## src/rtl/grid_strip_index_generator_unit_assert.svh

```systemverilog
// ---------------------------------------------------------------------------
// Assertion macros for the grid strip index generator
// Clocked, reset-qualified helpers for concurrent checks.
// ---------------------------------------------------------------------------
`ifndef GRID_STRIP_INDEX_GENERATOR_UNIT_ASSERT_SVH
`define GRID_STRIP_INDEX_GENERATOR_UNIT_ASSERT_SVH

// antecedent implies consequent in the same cycle
`define GSIG_ASSERT_SAME(label, ante, cons, msg) \
    label: assert property (@(posedge i_clk) disable iff (!i_rst_n) \
        (ante) |-> (cons)) else $error(msg);

// antecedent implies consequent in the next cycle
`define GSIG_ASSERT_NEXT(label, ante, cons, msg) \
    label: assert property (@(posedge i_clk) disable iff (!i_rst_n) \
        (ante) |=> (cons)) else $error(msg);

`endif

```

## src/rtl/gsig_pkg.sv

```systemverilog
// ---------------------------------------------------------------------------
// gsig_pkg
// Widths, limits and the stage record for the grid strip index generator.
// ---------------------------------------------------------------------------
package gsig_pkg;

    localparam int CELLS_W = 12;
    localparam int COL_W   = 13;
    localparam int IDX_W   = 24;

    localparam logic [CELLS_W-1:0] MAX_CELLS   = 12'd4095;
    localparam logic [CELLS_W-1:0] RESET_CELLS = 12'd1000;

    typedef struct packed {
        logic [COL_W-1:0]   vrow;
        logic [COL_W-1:0]   column;
        logic [CELLS_W-1:0] cells;
        logic               bridge;
        logic               last;
    } t_walk_item;

endpackage

```

## src/rtl/gsig_stream_if.sv

```systemverilog
// ---------------------------------------------------------------------------
// gsig stream interfaces
// Request and index channels with valid/ready handshake.
// ---------------------------------------------------------------------------
interface gsig_req_if;
    logic valid;
    logic ready;
    logic restart;

    modport source (output valid, output restart, input ready);
    modport sink   (input valid, input restart, output ready);
endinterface

interface gsig_idx_if;
    logic        valid;
    logic        ready;
    logic [23:0] vertex_index;
    logic        bridge;
    logic        last;

    modport source (output valid, output vertex_index, output bridge, output last, input ready);
    modport sink   (input valid, input vertex_index, input bridge, input last, output ready);
endinterface

```

## src/rtl/gsig_walk.sv

```systemverilog
// ---------------------------------------------------------------------------
// gsig_walk
// Serpentine walk state, cell count register and the first stage register.
// ---------------------------------------------------------------------------
`include "grid_strip_index_generator_unit_assert.svh"

module gsig_walk (
    input  logic                           i_clk,
    input  logic                           i_rst_n,
    input  logic                           i_cfg_we,
    input  logic [gsig_pkg::CELLS_W-1:0]   i_cfg_data,
    gsig_req_if.sink                       i_req,
    input  logic                           i_stage_ready,
    output logic                           o_stage_valid,
    output gsig_pkg::t_walk_item           o_item
);
    import gsig_pkg::*;

    logic [CELLS_W-1:0] r_cfg;
    logic [CELLS_W-1:0] r_row_pair;
    logic [COL_W-1:0]   r_column;
    logic               r_going_left;
    logic               r_lower_half;
    logic               r_bridge_pending;
    logic               r_valid;
    t_walk_item         r_item;

    logic [CELLS_W-1:0] n_row_pair;
    logic [COL_W-1:0]   n_column;
    logic               n_going_left;
    logic               n_lower_half;
    logic               n_bridge_pending;
    t_walk_item         n_item;

    logic [CELLS_W-1:0] cells;
    logic [COL_W-1:0]   cells_ext;
    logic [COL_W-1:0]   row_inc;
    logic               accept;
    logic               wipe;

    always_comb begin
        if (r_cfg == '0) begin
            cells = {{(CELLS_W-1){1'b0}}, 1'b1};
        end else if (r_cfg > MAX_CELLS) begin
            cells = MAX_CELLS;
        end else begin
            cells = r_cfg;
        end
    end

    assign cells_ext   = {1'b0, cells};
    assign row_inc     = {1'b0, r_row_pair} + {{(COL_W-1){1'b0}}, 1'b1};
    assign i_req.ready = !r_valid || i_stage_ready;
    assign accept      = i_req.valid && i_req.ready;
    assign wipe        = i_req.restart || (r_row_pair >= cells) || (r_column > cells_ext) ||
                         (r_bridge_pending && (row_inc >= cells_ext));

    always_comb begin
        logic [CELLS_W-1:0] e_row;
        logic [COL_W-1:0]   e_col;
        logic               e_gl;
        logic               e_lh;
        logic               e_bp;
        logic [COL_W-1:0]   e_row_inc;
        logic [COL_W-1:0]   end_col;

        e_row     = wipe ? '0 : r_row_pair;
        e_col     = wipe ? '0 : r_column;
        e_gl      = wipe ? 1'b0 : r_going_left;
        e_lh      = wipe ? 1'b0 : r_lower_half;
        e_bp      = wipe ? 1'b0 : r_bridge_pending;
        e_row_inc = {1'b0, e_row} + {{(COL_W-1){1'b0}}, 1'b1};
        end_col   = e_gl ? '0 : cells_ext;

        n_row_pair       = e_row;
        n_column         = e_col;
        n_going_left     = e_gl;
        n_lower_half     = e_lh;
        n_bridge_pending = e_bp;

        n_item.column = e_col;
        n_item.cells  = cells;
        n_item.bridge = 1'b0;
        n_item.last   = 1'b0;
        n_item.vrow   = {1'b0, e_row} + {{(COL_W-1){1'b0}}, e_lh};

        if (e_bp) begin
            n_item.vrow      = e_row_inc;
            n_item.bridge    = 1'b1;
            n_row_pair       = e_row_inc[CELLS_W-1:0];
            n_going_left     = !e_gl;
            n_lower_half     = 1'b0;
            n_bridge_pending = 1'b0;
        end else if (!e_lh) begin
            n_lower_half = 1'b1;
        end else begin
            n_lower_half = 1'b0;
            if (e_col == end_col) begin
                if (e_row_inc < cells_ext) begin
                    n_bridge_pending = 1'b1;
                end else begin
                    n_item.last  = 1'b1;
                    n_row_pair   = '0;
                    n_column     = '0;
                    n_going_left = 1'b0;
                end
            end else if (e_gl) begin
                n_column = e_col - {{(COL_W-1){1'b0}}, 1'b1};
            end else begin
                n_column = e_col + {{(COL_W-1){1'b0}}, 1'b1};
            end
        end
    end

    always_ff @(posedge i_clk) begin
        if (!i_rst_n) begin
            r_cfg            <= RESET_CELLS;
            r_row_pair       <= '0;
            r_column         <= '0;
            r_going_left     <= 1'b0;
            r_lower_half     <= 1'b0;
            r_bridge_pending <= 1'b0;
        end else if (i_cfg_we) begin
            r_cfg            <= i_cfg_data;
            r_row_pair       <= '0;
            r_column         <= '0;
            r_going_left     <= 1'b0;
            r_lower_half     <= 1'b0;
            r_bridge_pending <= 1'b0;
        end else if (accept) begin
            r_row_pair       <= n_row_pair;
            r_column         <= n_column;
            r_going_left     <= n_going_left;
            r_lower_half     <= n_lower_half;
            r_bridge_pending <= n_bridge_pending;
        end
    end

    always_ff @(posedge i_clk) begin
        if (!i_rst_n) begin
            r_valid <= 1'b0;
        end else if (accept) begin
            r_valid <= 1'b1;
        end else if (i_stage_ready) begin
            r_valid <= 1'b0;
        end
    end

    always_ff @(posedge i_clk) begin
        if (accept) begin
            r_item <= n_item;
        end
    end

    assign o_stage_valid = r_valid;
    assign o_item        = r_item;

    `GSIG_ASSERT_SAME(a_last_not_bridge, r_valid && r_item.last, !r_item.bridge,
        "last index flagged as bridge")
    `GSIG_ASSERT_SAME(a_bridge_upper, r_bridge_pending, !r_lower_half && (row_inc < cells_ext),
        "bridge pending in an inconsistent walk state")
    `GSIG_ASSERT_SAME(a_walk_in_grid, 1'b1, (r_row_pair < cells) && (r_column <= cells_ext),
        "walk position outside the grid")
    `GSIG_ASSERT_NEXT(a_stage_hold, r_valid && !i_stage_ready, r_valid && $stable(r_item),
        "stalled stage lost its transaction")
endmodule

```

## src/rtl/gsig_index.sv

```systemverilog
// ---------------------------------------------------------------------------
// gsig_index
// Vertex number arithmetic and the result register.
// ---------------------------------------------------------------------------
module gsig_index (
    input  logic                 i_clk,
    input  logic                 i_rst_n,
    input  logic                 i_stage_valid,
    input  gsig_pkg::t_walk_item i_item,
    output logic                 o_stage_ready,
    gsig_idx_if.source           o_idx
);
    import gsig_pkg::*;

    localparam int PROD_W = 2 * COL_W;

    logic              r_valid;
    logic [IDX_W-1:0]  r_vertex_index;
    logic              r_bridge;
    logic              r_last;

    logic [COL_W-1:0]  stride;
    logic [PROD_W-1:0] prod;
    logic [PROD_W-1:0] n_vertex;
    logic              load;

    assign stride        = {1'b0, i_item.cells} + {{(COL_W-1){1'b0}}, 1'b1};
    assign prod          = i_item.vrow * stride;
    assign n_vertex      = prod + {{(PROD_W-COL_W){1'b0}}, i_item.column};
    assign o_stage_ready = !r_valid || o_idx.ready;
    assign load          = i_stage_valid && o_stage_ready;

    always_ff @(posedge i_clk) begin
        if (!i_rst_n) begin
            r_valid <= 1'b0;
        end else if (load) begin
            r_valid <= 1'b1;
        end else if (o_idx.ready) begin
            r_valid <= 1'b0;
        end
    end

    always_ff @(posedge i_clk) begin
        if (load) begin
            r_vertex_index <= n_vertex[IDX_W-1:0];
            r_bridge       <= i_item.bridge;
            r_last         <= i_item.last;
        end
    end

    assign o_idx.valid        = r_valid;
    assign o_idx.vertex_index = r_vertex_index;
    assign o_idx.bridge       = r_bridge;
    assign o_idx.last         = r_last;
endmodule

```

## src/rtl/grid_strip_index_generator_unit.sv

```systemverilog
// ---------------------------------------------------------------------------
// grid_strip_index_generator_unit
// Pipeline: two register stages, the walk item register then the index result register.
// Throughput: one index per cycle while the index channel is ready, set by the walk update in one stage.
// Reset: synchronous active-low; cell count returns to 1000, walk to start.
// A cell count write also restarts the walk.
// ---------------------------------------------------------------------------
module grid_strip_index_generator_unit (
    input  logic                         i_clk,
    input  logic                         i_rst_n,
    input  logic                         i_cfg_we,
    input  logic [gsig_pkg::CELLS_W-1:0] i_cfg_data,
    gsig_req_if.sink                     i_req,
    gsig_idx_if.source                   o_idx
);
    import gsig_pkg::*;

    logic       stage_valid;
    logic       stage_ready;
    t_walk_item stage_item;

    gsig_walk u_walk (
        .i_clk         (i_clk),
        .i_rst_n       (i_rst_n),
        .i_cfg_we      (i_cfg_we),
        .i_cfg_data    (i_cfg_data),
        .i_req         (i_req),
        .i_stage_ready (stage_ready),
        .o_stage_valid (stage_valid),
        .o_item        (stage_item)
    );

    gsig_index u_index (
        .i_clk         (i_clk),
        .i_rst_n       (i_rst_n),
        .i_stage_valid (stage_valid),
        .i_item        (stage_item),
        .o_stage_ready (stage_ready),
        .o_idx         (o_idx)
    );
endmodule

```

## src/flat_wrapper.sv

```systemverilog
// flat-port wrapper written by rule: the top's interface ports become plain ports
module grid_strip_index_generator_unit_flat import gsig_pkg::*;
  (i_clk, i_rst_n, i_cfg_we, i_cfg_data, i_req_valid, i_req_restart, i_req_ready, o_idx_valid, o_idx_vertex_index, o_idx_bridge, o_idx_last, o_idx_ready);
  gsig_req_if i_req_i ();
  gsig_idx_if o_idx_i ();
  input  logic i_clk;
  input  logic i_rst_n;
  input  logic i_cfg_we;
  input  logic [gsig_pkg::CELLS_W-1:0] i_cfg_data;
  input wire logic [$bits(i_req_i.valid)-1:0] i_req_valid;
  input wire logic [$bits(i_req_i.restart)-1:0] i_req_restart;
  output wire logic [$bits(i_req_i.ready)-1:0] i_req_ready;
  output wire logic [$bits(o_idx_i.valid)-1:0] o_idx_valid;
  output wire logic [$bits(o_idx_i.vertex_index)-1:0] o_idx_vertex_index;
  output wire logic [$bits(o_idx_i.bridge)-1:0] o_idx_bridge;
  output wire logic [$bits(o_idx_i.last)-1:0] o_idx_last;
  input wire logic [$bits(o_idx_i.ready)-1:0] o_idx_ready;
  assign i_req_i.valid = i_req_valid;
  assign i_req_i.restart = i_req_restart;
  assign i_req_ready = i_req_i.ready;
  assign o_idx_valid = o_idx_i.valid;
  assign o_idx_vertex_index = o_idx_i.vertex_index;
  assign o_idx_bridge = o_idx_i.bridge;
  assign o_idx_last = o_idx_i.last;
  assign o_idx_i.ready = o_idx_ready;
  grid_strip_index_generator_unit u_core (.i_clk(i_clk), .i_rst_n(i_rst_n), .i_cfg_we(i_cfg_we), .i_cfg_data(i_cfg_data), .i_req(i_req_i), .o_idx(o_idx_i));
endmodule
```

## config.mk

```make
export PLATFORM = sky130hd
export DESIGN_NAME = grid_strip_index_generator_unit_flat
export DESIGN_NICKNAME = d
export VERILOG_FILES = /design/src/rtl/gsig_pkg.sv /design/src/rtl/gsig_stream_if.sv /design/src/rtl/gsig_walk.sv /design/src/rtl/gsig_index.sv /design/src/rtl/grid_strip_index_generator_unit.sv /design/src/flat_wrapper.sv
export VERILOG_INCLUDE_DIRS = /design/src /design/src/rtl
export SDC_FILE = /design/constraint.sdc
export NUM_CORES = 1
export LEC_CHECK = 0
export BUFFER_PORTS_ARGS = -buffer_cell sky130_fd_sc_hd__buf_2
export CORE_UTILIZATION = 45
export CTS_BUF_LIST = sky130_fd_sc_hd__clkbuf_8
export DETAILED_ROUTE_END_ITERATION = 16
export SYNTH_ARGS = -nofsm -noshare
export SYNTH_HDL_FRONTEND = slang
export SYNTH_SLANG_ARGS = --single-unit
```

## constraint.sdc

```tcl
create_clock -name i_clk -period 8 [get_ports i_clk]
set_input_delay 1.2 -clock i_clk [delete_from_list [all_inputs] [get_ports i_clk]]
set_output_delay 1.2 -clock i_clk [all_outputs]
set_load 0.005 [all_outputs]
```

==> impl_metrics.ini, run 1 <==
[clock_tree]
clk_latency_ps = 400
tritoncts_sink_count = 108
cts_tree = built
htreeDepth = 3
post_cts_resized = 0
cts_setup_buffers = 0
cts.root.buffer_cell = sky130_fd_sc_hd__clkbuf_8
clock_path_buffers = 2
cts_hold_repair.buffers = 0
clkTransAtPathRegs_ps = 120
cts_buffers = 9

[placed_design]
dpl.hpwl_um = 22300
dpl.cell_count = 1629
routabilityCongestion = 0.908
port_buffers = 45

[cells_and_area]
diodes = 0
layout.core_utilization = 0.490
final_layout_size_suffix_gt1_frac = 0.0733
layout.nets = 1594
area.growth.synth_to_final_pct = 5.76
instances_no_fill = 1645

[detailed_routing]
wire_per_inst_um = 17.1
drt-initial-drc-count = 651
drt-total-wl_um = 28100
first_pass_iters = 10
drt-vias-per-instance = 5.43
dr_total_vias = 8935
drc_errors = 3
antenna_left = 0

[synthesis]
synthesis.area_mm2 = 0.0122
synth_top_cells_by_count = sky130_fd_sc_hd__inv_1 (181), sky130_fd_sc_hd__nand2_1 (152), sky130_fd_sc_hd__ha_1 (141)
synth_most_common_cell = sky130_fd_sc_hd__inv_1
synth.avg_cell_area_um2 = 9.41
netlist.top_cell.by_area = sky130_fd_sc_hd__fa_1
post_synthesis_compound_gate_area_fraction = 0.106
yosys.area.top_type_share = 0.214
post_synth_xor_area_fraction = 0.0482
synth_cell_types = 71
ys_ff_latch = 108
proportion_of_synthesized_area_in_mux_cells = 0.00575
share_of_the_yosys_chip_area_belonging_to_registers = 0.232
synth_enable_flop_cells = 66
post_synth_and_or_nand_nor_area_fraction = 0.171
main_area_contributors_after_synthesis = sky130_fd_sc_hd__fa_1 (21%), sky130_fd_sc_hd__edfxtp_1 (16%), sky130_fd_sc_hd__ha_1 (14%)
number_of_cells_produced_by_synthesis = 1295
postSynth.asyncResetShare = 0
net_count_after_synthesis = 1584
yosys_warnings = 0
postSynth.topFlopCell = sky130_fd_sc_hd__edfxtp_1
dominant_combinational_cell_family_by_area_after_synthesis = adder cells
yosys.area_share.adder = 0.358

[sta]
worstMarginPinSlew_ps = 748
maximum_clock_skew_at_final_layout_ps = 17.2
unrepaired_setup_endpoints_after_global_routing = false
final-setup-viol-count = 0
timing.final.hold_violations = 0
fin_crit_ps = 7340
layout_worst_path_cycle_share = 0.918
fmaxAchievable_ghz = 0.136
total_negative_slack_for_setup_checks_ps = 0
drv_slew = 0
max-slew-margin-rel = 0.496

[worst_setup_path]
worst_r2r_startpoint = u_core.u_walk.o_item[4]$_DFFE_PP_
arrival_ps = 7510
crit_type = reg -> reg
cp_data_required_time_ps = 8160
timing.critical_path.from_type = flop
timing.critical_path.fanout_max = 7
end_kind = flop
critPathLaunch = u_core.u_walk.o_item[4]$_DFFE_PP_

[floorplan]
floorplan.rows = 59
core_area_mm2 = 0.0263
dieWidth_um = 167
die-height_um = 167
die_area_mm2 = 0.0277
design.portCount = 46
initial_standard_cell_utilization_of_the_core = 0.464

[global_routing]
first_global_vias = 9080
grt_max_degree = 42
overflow = 0
grt.total_usage = 0.211
global_route_wire_length_before_repair_um = 46700
antenna_found_initial = 0

[flow_run]
timing.max_cap.violations = 0

[run_status]
violations = DRC
outcome = finished with violations

[pwr]
power_mw = 3.11
power.density_cell_area_mw_per_mm2 = 242
max-vdd-ir-drop_v = 0.000216
static_leakage_nw = 6.18

[min_path]
min-delay-start = u_core.u_walk.o_item[0]$_SDFFCE_PP0P_
hp-class = reg -> reg
cell type report:
| type | instances | area, um2 |
|---|---|---|
| multi-input cells | 942 | 8400 |
| clock inverters | 7 | 78.8 |
| clock buffers | 9 | 124 |
| fillers | 2498 | 13400 |
| well taps | 335 | 419 |
| flip-flops and latches | 108 | 2820 |
| repair buffers | 63 | 360 |
| inverters | 181 | 679 |
final timing paths:
kind | end | slack (ps) | cells after the start
setup / recovery | u_core.u_index.o_idx.vertex_index[21]$_DFFE_PP_ | 660 | 25
hold / removal | u_core.u_index.o_idx.last$_DFFE_PP_ | 440 | 0
setup reg to reg | u_core.u_index.o_idx.vertex_index[21]$_DFFE_PP_ | 660 | 25
hold reg to reg | u_core.u_index.o_idx.last$_DFFE_PP_ | 440 | 0
per-layer routing:
layer,global-route usage,wire [um]
met5,0,0
met4,0.0648,698
met3,0.0337,1200
met2,0.347,12900
met1,0.286,13300
flip-flops by register name (all words and copies together) (netlist names):
name / flops
u_core.u_walk.r_column: 13
u_core.u_index.o_idx.valid: 1
u_core.u_walk.r_lower_half: 1
u_core.u_index.o_idx.last: 1
u_core.u_walk.r_cfg: 12
u_core.u_walk.r_bridge_pending: 1
u_core.u_walk.o_item: 40
u_core.u_walk.r_going_left: 1
u_core.u_index.o_idx.vertex_index: 24
u_core.u_walk.r_row_pair: 12
u_core.u_index.o_idx.bridge: 1
u_core.u_walk.o_stage_valid: 1
where the power goes:
group,internal (mW),switching [mW]
logic,0.899,1.06
registers,0.767,0.0342
clock network,0.124,0.230
total,1.79,1.32
layout by cell type (no fill, tap or decap), types with 26 or more instances in the layout:
cell                       Yosys  layout
sky130_fd_sc_hd__buf_2         1      45
sky130_fd_sc_hd__nor2b_1      60      59
sky130_fd_sc_hd__a21oi_1      42      42
sky130_fd_sc_hd__nand2_1     152     152
sky130_fd_sc_hd__nor2_1       50      50
sky130_fd_sc_hd__fa_1        130     130
sky130_fd_sc_hd__dfxtp_1      42      42
sky130_fd_sc_hd__xnor2_1      43      43
sky130_fd_sc_hd__inv_1       181     180
sky130_fd_sc_hd__edfxtp_1     66      66
sky130_fd_sc_hd__and2_1       26      26
sky130_fd_sc_hd__ha_1        141     141
sky130_fd_sc_hd__and3_1       29      29
sky130_fd_sc_hd__nand3_1      31      31
sky130_fd_sc_hd__o21ai_0      34      34
cells by family after synthesis:
kind of cell    after synthesis
xor+xnor                     67
other cells                   1
flops                       108
mux                           7
simple gates                414
compound gates              182
fa+ha+maj                   271
buf+inv                     245
stage by stage:
step,hold WS [ps],cell area (um2),worst slack (ps)
after floorplan,400,12200,984
after global placement,405,12700,693
after detailed placement,411,12700,628
after CTS,439,12900,609
after global routing,443,12900,143
final,436,12900,657
worst max-delay path, cell delays in order, from the launching register on:
cell and delay, ps:
sky130_fd_sc_hd__edfxtp_1 450, sky130_fd_sc_hd__and3_1 220, sky130_fd_sc_hd__and3_1 200, sky130_fd_sc_hd__and2_1 170, sky130_fd_sc_hd__nand2_1 70, sky130_fd_sc_hd__xor2_1 410
sky130_fd_sc_hd__nand2b_1 190, sky130_fd_sc_hd__fa_1 440, sky130_fd_sc_hd__fa_1 490, sky130_fd_sc_hd__inv_1 60, sky130_fd_sc_hd__fa_1 530, sky130_fd_sc_hd__inv_1 60
sky130_fd_sc_hd__fa_1 530, sky130_fd_sc_hd__inv_1 50, sky130_fd_sc_hd__fa_1 560, sky130_fd_sc_hd__fa_1 420, sky130_fd_sc_hd__ha_1 220, sky130_fd_sc_hd__or4_1 500
sky130_fd_sc_hd__a311oi_1 290, sky130_fd_sc_hd__o31ai_1 150, sky130_fd_sc_hd__o311ai_0 350, sky130_fd_sc_hd__nor2b_1 240, sky130_fd_sc_hd__nor2b_1 70, sky130_fd_sc_hd__o21ai_0 180
sky130_fd_sc_hd__nor2b_1 190, sky130_fd_sc_hd__xnor2_1 70
Power figures use the tool's default switching activity.
==> inputs of run 2 (changes only) <==
--- a/config.mk
+++ b/config.mk
@@ -8,7 +8,8 @@
 export LEC_CHECK = 0
 export BUFFER_PORTS_ARGS = -buffer_cell sky130_fd_sc_hd__buf_2
 export CORE_UTILIZATION = 45
-export CTS_BUF_LIST = sky130_fd_sc_hd__clkbuf_8
+export CTS_BUF_LIST = sky130_fd_sc_hd__clkbuf_16
+export CTS_CLUSTER_DIAMETER = 200
 export DETAILED_ROUTE_END_ITERATION = 16
 export SYNTH_ARGS = -nofsm -noshare
 export SYNTH_HDL_FRONTEND = slang
==> run 2 against run 1 <==
Against the previous run: combinational power about the same; critical path depth unchanged; clock power increased by 32%; clock skew decreased by 4.5 ps; routed wire length increased by 0.35%; sequential cell count unchanged; sequential power about the same; critical endpoint unchanged; cell count unchanged; the flow still finishes with violations (DRC); first-iteration DRC count decreased by 13%; maximum frequency increased by 0.25%.
==> impl_metrics.ini, run 2 (same netlist as run 1, synthesis figures left out) <==
[cells_and_area]
diodes = 0
most_used_cells_in_the_layout_excluding_fill_and_tap_cells = sky130_fd_sc_hd__inv_1 (180), sky130_fd_sc_hd__nand2_1 (152), sky130_fd_sc_hd__ha_1 (141)
most_common_cell_after_layout_fill_and_taps_aside = sky130_fd_sc_hd__inv_1
final_layout_size_suffix_gt1_frac = 0.0733
area.growth.synth_to_final_pct = 6.59
layout.nets = 1594
layout.core_utilization = 0.494
flip_flop_count_of_the_largest_register_all_copies_and_words_added = 40
final_design_area_no_fill_mm2 = 0.0130

[worst_setup_path]
timing.critical_path.fanout_max = 7
cp_data_required_time_ps = 8120
crit_type = reg -> reg
critPathLaunch = u_core.u_walk.o_item[4]$_DFFE_PP_
end_kind = flop
timing.critical_path.from_type = flop
arrival_ps = 7450
worst_r2r_startpoint = u_core.u_walk.o_item[4]$_DFFE_PP_

[min_path]
hp-class = reg -> reg
min-delay-start = u_core.u_walk.o_item[0]$_SDFFCE_PP0P_

[floorplan]
core_area_mm2 = 0.0263
die_area_mm2 = 0.0277
initial_standard_cell_utilization_of_the_core = 0.464
design.portCount = 46
dieWidth_um = 167
die-height_um = 167
floorplan.rows = 59

[sta]
fin_crit_ps = 7320
final-setup-viol-count = 0
fmaxAchievable_ghz = 0.137
maximum_clock_skew_at_final_layout_ps = 12.7
max-slew-margin-rel = 0.501
timing.final.hold_violations = 0
layout_worst_path_cycle_share = 0.916
worstMarginPinSlew_ps = 741
drv_slew = 0
total_negative_slack_for_setup_checks_ps = 0
hold_worst_slack_ps = 427
unrepaired_setup_endpoints_after_global_routing = false

[clock_tree]
cts_tree = built
post_cts_resized = 0
cts_setup_buffers = 0
cts_buffers = 9
tritoncts_sink_count = 108
cts.root.buffer_cell = sky130_fd_sc_hd__clkbuf_16
clock_path_buffers = 2
clkTransAtPathRegs_ps = 80
clk_latency_ps = 370
htreeDepth = 3
cts_hold_repair.buffers = 0

[global_routing]
first_global_vias = 9103
grt_max_degree = 42
grt.total_usage = 0.213
global_route_wire_length_before_repair_um = 46800
overflow = 0
antenna_found_initial = 0

[detailed_routing]
wire_per_inst_um = 17.1
drt-total-wl_um = 28200
drt-initial-drc-count = 565
drc_errors = 3
dr_total_vias = 9002
first_pass_iters = 11
drt-vias-per-instance = 5.47
antenna_left = 0

[pwr]
max-vdd-ir-drop_v = 0.000216
power.density_cell_area_mw_per_mm2 = 249
static_leakage_nw = 6.22

[placed_design]
dpl.hpwl_um = 22300
placement.cell_area_mm2 = 0.0127
routabilityCongestion = 0.908
port_buffers = 45

[run_status]
outcome = finished with violations
violations = DRC

[flow_run]
timing.max_cap.violations = 0
-- run 2: cell counts in the layout (fill, tap and decap cells not counted) --
Identical to the previous run, type by type.
-- run 2: path summary, 6_finish.rpt --
check | to | slack (ps) | depth (start not counted)
max | u_core.u_index.o_idx.vertex_index[21]$_DFFE_PP_ | 680 | 25
min | u_core.u_index.o_idx.last$_DFFE_PP_ | 430 | 0
max reg2reg | u_core.u_index.o_idx.vertex_index[21]$_DFFE_PP_ | 680 | 25
min reg2reg | u_core.u_index.o_idx.last$_DFFE_PP_ | 430 | 0
-- run 2: where the power goes --
group          leakage, nW  switching (mW)  internal (mW)
combinational         5.09            1.06          0.900
sequential           0.986          0.0344          0.767
clock                0.148           0.246          0.223
total                 6.22            1.34           1.89
-- run 2: routing by layer --
| metal | up-vias | wire [um] | GRT usage | share of wire |
|---|---|---|---|---|
| met3 | 45 | 1150 | 0.0340 | 0.041 |
| met5 | - | 0 | 0 | 0 |
| met2 | 206 | 12900 | 0.347 | 0.46 |
| met4 | 0 | 744 | 0.0725 | 0.026 |
| li1 | 4315 | - | - | - |
| met1 | 4436 | 13400 | 0.287 | 0.48 |
-- run 2: critical path: stages (launching register included) --
cell and delay [ps]:
sky130_fd_sc_hd__edfxtp_1 440, sky130_fd_sc_hd__and3_1 210, sky130_fd_sc_hd__and3_1 200, sky130_fd_sc_hd__and2_1 170, sky130_fd_sc_hd__nand2_1 70, sky130_fd_sc_hd__xor2_1 410
sky130_fd_sc_hd__nand2b_1 190, sky130_fd_sc_hd__fa_1 440, sky130_fd_sc_hd__fa_1 490, sky130_fd_sc_hd__inv_1 60, sky130_fd_sc_hd__fa_1 530, sky130_fd_sc_hd__inv_1 60
sky130_fd_sc_hd__fa_1 530, sky130_fd_sc_hd__inv_1 50, sky130_fd_sc_hd__fa_1 560, sky130_fd_sc_hd__fa_1 420, sky130_fd_sc_hd__ha_1 220, sky130_fd_sc_hd__or4_1 500
sky130_fd_sc_hd__a311oi_1 290, sky130_fd_sc_hd__o31ai_1 150, sky130_fd_sc_hd__o311ai_0 350, sky130_fd_sc_hd__nor2b_1 240, sky130_fd_sc_hd__nor2b_1 70, sky130_fd_sc_hd__o21ai_0 180
sky130_fd_sc_hd__nor2b_1 190, sky130_fd_sc_hd__xnor2_1 70
-- run 2: cell type report --
cell class              instances  area, um2
fillers                      2487      13300
multi-input cells             942       8400
flip-flops and latches        108       2820
inverters                     181        679
well taps                     335        419
repair buffers                 63        360
clock buffers                   9        225
clock inverters                 7       78.8
-- run 2: metrics by stage --
step / std cells / total power, mW / setup WS, ps
final: 1645 / 3.23 / 676
after global routing: 1645 / 3.54 / 145
after CTS: 1645 / 3.27 / 611
after detailed placement: 1629 / 2.78 / 628
after global placement: 1629 / 2.74 / 693
after floorplan: 1295 / 2.34 / 984
